--- src/hw/rtl/aaor_pkg.sv ---
`timescale 1ns / 1ps

package aaor_pkg;

  // Pipeline lengths of the iterative units.
  localparam int DIV_STEPS    = 34;  // projection quotient bits
  localparam int SQRT_STEPS   = 32;  // root bits of a 64-bit radicand
  localparam int THETA_STEPS  = 56;  // quotient bits of (|arc| << 24) / len
  localparam int MOD_STEPS    = 30;  // conditional subtracts of 2*pi << b
  localparam int CORDIC_STEPS = 24;

  localparam int MID_DEPTH = 4;
  localparam int OUT_DEPTH = 4;

  localparam int LEN_W = 36;

  localparam logic signed [27:0] ANG_PI      = 28'sd52707179;
  localparam logic signed [27:0] ANG_HALF_PI = 28'sd26353589;
  localparam logic signed [27:0] ANG_TWO_PI  = 28'sd105414357;
  localparam logic signed [33:0] CORDIC_GAIN = 34'sd652032874;
  localparam logic signed [34:0] ONE_Q30     = 35'sd1073741824;

  typedef struct packed {
    logic [2:0][31:0] c;
    logic [2:0][31:0] p;
    logic [31:0]      arc;
    logic [2:0][15:0] n;
  } in_t;

  typedef struct packed {
    logic [2:0][31:0] c;
    logic [2:0][32:0] r;
    logic [2:0][15:0] n;
    logic [31:0]      arc;
  } geo_t;

  typedef struct packed {
    geo_t             geo;
    logic [LEN_W-1:0] len;
    logic             degen;
  } mid_t;

  typedef struct packed {
    logic [2:0][31:0] v;
    logic             degen;
  } res_t;

  function automatic logic signed [27:0] atan_q24(input int unsigned i);
    case (i)
      0:  return 28'sd13176795;
      1:  return 28'sd7778716;
      2:  return 28'sd4110060;
      3:  return 28'sd2086331;
      4:  return 28'sd1047214;
      5:  return 28'sd524117;
      6:  return 28'sd262123;
      7:  return 28'sd131069;
      8:  return 28'sd65536;
      9:  return 28'sd32768;
      10: return 28'sd16384;
      11: return 28'sd8192;
      12: return 28'sd4096;
      13: return 28'sd2048;
      14: return 28'sd1024;
      15: return 28'sd512;
      16: return 28'sd256;
      17: return 28'sd128;
      18: return 28'sd64;
      19: return 28'sd32;
      20: return 28'sd16;
      21: return 28'sd8;
      22: return 28'sd4;
      23: return 28'sd2;
      default: return 28'sd0;
    endcase
  endfunction

endpackage

--- src/hw/rtl/aaor_fifo.sv ---
`timescale 1ns / 1ps

module aaor_fifo #(
  parameter int W     = 1,
  parameter int DEPTH = aaor_pkg::MID_DEPTH
) (
  input  logic         clk,
  input  logic         rst,
  input  logic         push,
  input  logic [W-1:0] din,
  output logic         full,
  input  logic         pop,
  output logic [W-1:0] dout,
  output logic         empty
);

  localparam int AW = (DEPTH > 1) ? $clog2(DEPTH) : 1;
  localparam int CW = $clog2(DEPTH + 1);

  logic [W-1:0]  mem [DEPTH];
  logic [AW-1:0] wr_ptr;
  logic [AW-1:0] rd_ptr;
  logic [CW-1:0] count;
  logic          do_push;
  logic          do_pop;

  assign full    = (count == CW'(DEPTH));
  assign empty   = (count == '0);
  assign do_push = push && !full;
  assign do_pop  = pop && !empty;
  assign dout    = mem[rd_ptr];

  always_ff @(posedge clk) begin
    if (do_push) begin
      mem[wr_ptr] <= din;
    end
  end

  always_ff @(posedge clk) begin
    if (rst) begin
      wr_ptr <= '0;
      rd_ptr <= '0;
      count  <= '0;
    end else begin
      if (do_push) begin
        wr_ptr <= (wr_ptr == AW'(DEPTH - 1)) ? '0 : wr_ptr + 1'b1;
      end
      if (do_pop) begin
        rd_ptr <= (rd_ptr == AW'(DEPTH - 1)) ? '0 : rd_ptr + 1'b1;
      end
      if (do_push && !do_pop) begin
        count <= count + 1'b1;
      end else if (do_pop && !do_push) begin
        count <= count - 1'b1;
      end
    end
  end

endmodule

--- config.mk ---
export PLATFORM = sky130hd
export DESIGN_NAME = aaor_fifo
export DESIGN_NICKNAME = d
export VERILOG_FILES = /design/src/hw/rtl/aaor_pkg.sv /design/src/hw/rtl/aaor_fifo.sv
export SDC_FILE = /design/constraint.sdc
export NUM_CORES = 1
export LEC_CHECK = 0
export ABC_AREA = 0
export BUFFER_PORTS_ARGS = -buffer_cell sky130_fd_sc_hd__buf_2
export CAP_MARGIN = 20
export CORE_ASPECT_RATIO = 0.75
export CORE_MARGIN = 2
export CORE_UTILIZATION = 25
export CTS_CLUSTER_DIAMETER = 100
export DETAILED_ROUTE_END_ITERATION = 8
export SYNTH_ARGS = -nofsm -noshare
export SYNTH_HDL_FRONTEND = slang
export SYNTH_SLANG_ARGS = --single-unit
--- constraint.sdc ---
create_clock -name clk -period 2.16 [get_ports clk]
set_input_delay 0 -clock clk [delete_from_list [all_inputs] [get_ports clk]]
set_output_delay 0 -clock clk [all_outputs]
set_load 0.1 [all_outputs]
Word level (Yosys, flattened, before mapping)

Memories as Yosys holds them, arrays and structs flattened. A register that Yosys moved wholly into a read port is not among the register bits.
Index checks and enable logic that the tools add are counted.

Memories: 1
Memory bits (writable): 4
Bits in registers: 7
Input port bits: 5

Equality and inequality tests: 3
Reductions and logical operators: 10
$add $sub $neg: 4
Muxes and demuxes: 8

Memories:

| memory | words | bits a word | read ports | clocked after memory_dff | write ports | line            | source |
|---|---|---|---|---|---|---|---|
| mem    | 4     | 1           | 1          | 1                        | 1           | aaor_fifo.sv:20 | `logic [W-1:0] mem [DEPTH];` |

Operators by type and width:

| cell                  | number |
|---|---|
| $mux W2               | 4 |
| $mux W3               | 2 |
| $add A2 B1 Y2 const B | 2 |
| $eq A2 B2 Y1 const B  | 2 |
| $logic_and A1 B1 Y1   | 4 |
| $logic_not A1 Y1      | 4 |
| $add A3 B1 Y3 const B | 1 |
| $eq A3 B3 Y1 const B  | 1 |
| $logic_not A3 Y1      | 1 |
| $sub A3 B1 Y3 const B | 1 |
| $mux W1               | 2 |
| $reduce_bool A2 Y1    | 1 |

Logic depth before layout (Yosys ltp)

Depth in word-level cells: 7
Gate-level depth with buffers: 10

Least setup slack after synthesis

OpenSTA, ideal clock, no wires.

Kind: register to output
Start point: register count[1]
End point: output empty
Path slack: -0.262 ns
Stages on the path, launching flop included: 2
Data required time: 2.160 ns
Arrival time: 2.422 ns
Path buffers: 0
Cells stage by stage: dfxtp_1 > nor3_1

Word-level cells in the longest chain between the ends: 1

RTL lines:

| item                     | line            | source |
|---|---|---|
| start: declaration       | aaor_fifo.sv:23 | `logic [CW-1:0] count;` |
| start signal: assignment | aaor_fifo.sv:52 | `count <= count + 1'b1;` |
| start signal: assignment | aaor_fifo.sv:54 | `count <= count - 1'b1;` |
| $logic_not A3 Y1         | aaor_fifo.sv:28 | `assign empty = (count == '0);` |
| end: declaration         | aaor_fifo.sv:14 | `output logic empty` |

Every way passes these cells.

Final worst setup path

Start point: register count[2]
End point: register count[2]

Word-level cells in the longest chain between the ends: 6
Elaborated cells on any way between the ends: 15
Those cells by class: add/sub: 2; eq/ne: 1; mux: 2; reduce/logical: 10

RTL lines:

| item                                | line            | source |
|---|---|---|
| $eq A3 B3 Y1 (*)                    | aaor_fifo.sv:27 | `assign full = (count == CW'(DEPTH));` |
| $logic_not A1 Y1 (*)                | aaor_fifo.sv:29 | `assign do_push = push && !full;` |
| $logic_and A1 B1 Y1 (*)             | aaor_fifo.sv:29 |  |
| via do_push                         | aaor_fifo.sv:24 | `logic do_push;` |
| $logic_not A1 Y1                    | aaor_fifo.sv:53 | `end else if (do_pop && !do_push) begin` |
| $logic_and A1 B1 Y1                 | aaor_fifo.sv:53 |  |
| $reduce_bool A2 Y1 (no source line) | n/a             |  |

Mark *: on every way through the listed nets, which the timed path passes. The rest lies on a longest branch. The select of a mux whose other input is x is not followed.
A chain may end at the register's enable or synchronous reset.

==> run metrics <==
Via density 4.037; hold crit path type in2reg; n_diodes 0; initial core utilization 0.2583; global router's overall resource usage 0.07669; pre-CTS setup slack about 0.047 ns; PwrDens 1226 nW/µm²; hold path startpoint push; Remaining Overflow, GRT 0; final setup margin 0.1267 ns; top cell type's share of synthesized area 0.2722; RSZ-0062 raised after global routing no; core footprint approximately 2600 µm²; Ys Warns 0; clock skew ~0.00044 ns; Clk Tree Root Cell clkbuf_4; die height 48.56 µm; top cells by area, synth dfxtp_1 (27%), edfxtp_1 (18%), ha_1 (11%); Syn Area/Cell 12.03 µm²; CP required about 2.4 ns; max-slew violations 0; Setup-failing EPs final 0; Worst-Margin Slew 0.4852 ns; initial antenna violation count 0; endpoint type of the worst setup path register; routed vias 432; DR pass1 iterations 4; count leader, synth dfxtp_1; detailed placement HPWL 755 µm; drt initial violations 5; area of the multi-input gates a little over 300 µm²; vias in the first global route 400; die width approximately 63 µm; routed wire length ~970 µm; dominant cell type by area after synthesis dfxtp_1; drt wl/cell 9.037 µm; first-pass GRT wire length 1.725 mm; Post-Syn Nets between 60 and 70; post-synthesis async set-or-reset flop share 0; Worst Setup Path Type reg2reg; Largest stage delay, worst path 0.36 ns; Worst EP arrival 2.24 ns; Die Area just over 3000 µm²; total setup buffers inserted after CTS 0; clock transition at the registers of the reported paths 0.07 ns; port buffer count 7; cell area after synthesis 661.9 µm²; Setup crit start kind register; filler cell count in the final layout around 280; most instantiated cells after synthesis dfxtp_1 (9), ha_1 (6), and3_1 (4), edfxtp_1 (4); worst-path cell chain or3b_4 > clkinv_8 > nor2_4 > ha_2 > inv_1 > fa_1 > xor2_1 > or3_1 > a21oi_1; leak pwr 0.3614 nW; Max Cap Viol 0; Max-slew headroom 0.6788; Worst path slowest cell fa_1; CTS tree yes; H-Tree Depth 1; Min Clock Period, post-route between 2 and 2.5 ns; area grow syn2layout 24.39%; Max Clk Rate 491.8 MHz; FF-to-FF Start count[2]; clock sink count 13; CP startpoint count[2]; #FFs+latches synth 13; period utilisation layout 0.9414; worst-skew pair later-pin latency 0.27 ns; CTS buffer count 3; Hold Vio Cnt, Final 0; Reg area just over 300 µm²; final hold slack 0.03840 ns; status completed; critical path fanouts, max 5; Primary FF master, synth dfxtp_1; Bufs on Longest Clock Path 2; DRC violations left 0; final core utilization 0.3213; DRT antenna net count 0; layout cells sized above 1 0.3803; largest net degree at the start of global routing 9; Netlist cell types 25; sequential-to-total area share from yosys stat 0.4537; nets@finish 84; r2r setup slk around 0.13 ns; EDFF count, synth 4; IO Pins 8; synthesized instance count 55; GP Congestion about 0.73; Rows 16; Peak VDD IR roughly 450 µV
## layout by cell type (no fill, tap or decap)
cell type and n:
nor3_2 1, nor2_4 1, dfxtp_1 7, ha_2 1, clkinv_8 1, nand3_1 2
nand2_1 1, a21oi_2 1, nor3_1 1, ha_1 5, bufinv_8 1, inv_1 3
clkbuf_4 3, nor2_1 3, edfxtp_1 4, a21oi_1 2, mux4_2 1, buf_4 5
or3_1 2, dlygate4sd3_1 2, xor2_1 2, o21ai_0 1, mux2i_1 2, o31ai_2 2
dfxtp_2 2, o21ai_1 1, clkbuf_1 1, or3b_4 1, and3_1 4, buf_2 7
fa_1 1
## worst paths after layout
| path | endpoint | cells past startpoint |
|---|---|---|
| setup / recovery | count[2] | 9 |
| hold / removal | wr_ptr[0] | 3 |
| setup reg to reg | count[2] | 9 |
| hold reg to reg | rd_ptr[0] | 2 |
## report_power, final
group | leakage [nW] | internal, W | switching (W)
logic | 0.235 | 0.000181 | 0.000327
registers | 0.111 | 0.000310 | 0.0000453
clock network | 0.0150 | 0.0000715 | 0.0000743
total | 0.361 | 0.000562 | 0.000447
## layout make-up
cell class	instances	area share
Inverter	5	0.05471
Sequential cell	13	0.3678
Tap cell	36	0.05471
Clock buffer	4	0.03191
Multi-Input combinational cell	35	0.3784
Timing Repair Buffer	14	0.1125
## per-layer routing
metal,up-vias,global-route usage,wire length (µm)
met5,-,0,0
met4,0,0.03261,17
met3,2,0.04884,66
met2,7,0.1088,427
met1,198,0.09144,456
li1,225,-,-
## logic make-up (layout without fill, tap and decap cells)
group | after synthesis | after routing | synth area share
AND/OR/NAND/NOR | 16 | 16 | 0.1399
XOR/XNOR | 2 | 2 | 0.02647
multiplexers | 3 | 3 | 0.06427
flip-flops | 13 | 13 | 0.4537
adder cells (fa/ha/maj) | 7 | 7 | 0.1437
buffers and inverters | 7 | 23 | 0.09074
AO/OA/AOI/OAI | 7 | 7 | 0.08127
## critical path: cells and delay by family (launching register included)
kind | cells | cell delay [ns]
compound gates | 1 | 0.12
xor+xnor | 1 | 0.16
fa+ha+maj | 2 | 0.55
buf+inv | 2 | 0.11
flops | 1 | 0.35
simple gates | 3 | 0.69
## per-stage QoR
step / instances / TNS, ns / power (W) / cell area (µm²)
CTS: 107 / 0 / 0.001013 / 815.8
global route: 107 / 0 / 0.001093 / 823.3
floorplan: 55 / -0.01297 / 0.0007598 / 666.9
global placement: 101 / 0 / 0.0008558 / 769.5
finish: 107 / 0 / 0.001009 / 823.3
detailed placement: 101 / 0 / 0.0008580 / 769.5
## repair_timing
item                       CTS  global route
hold buffers                 2             0
gates resized for setup      0             4
setup endpoints to repair    0             1
hold endpoints to repair     5             0
No activity file was read; power rests on OpenSTA's default activity.
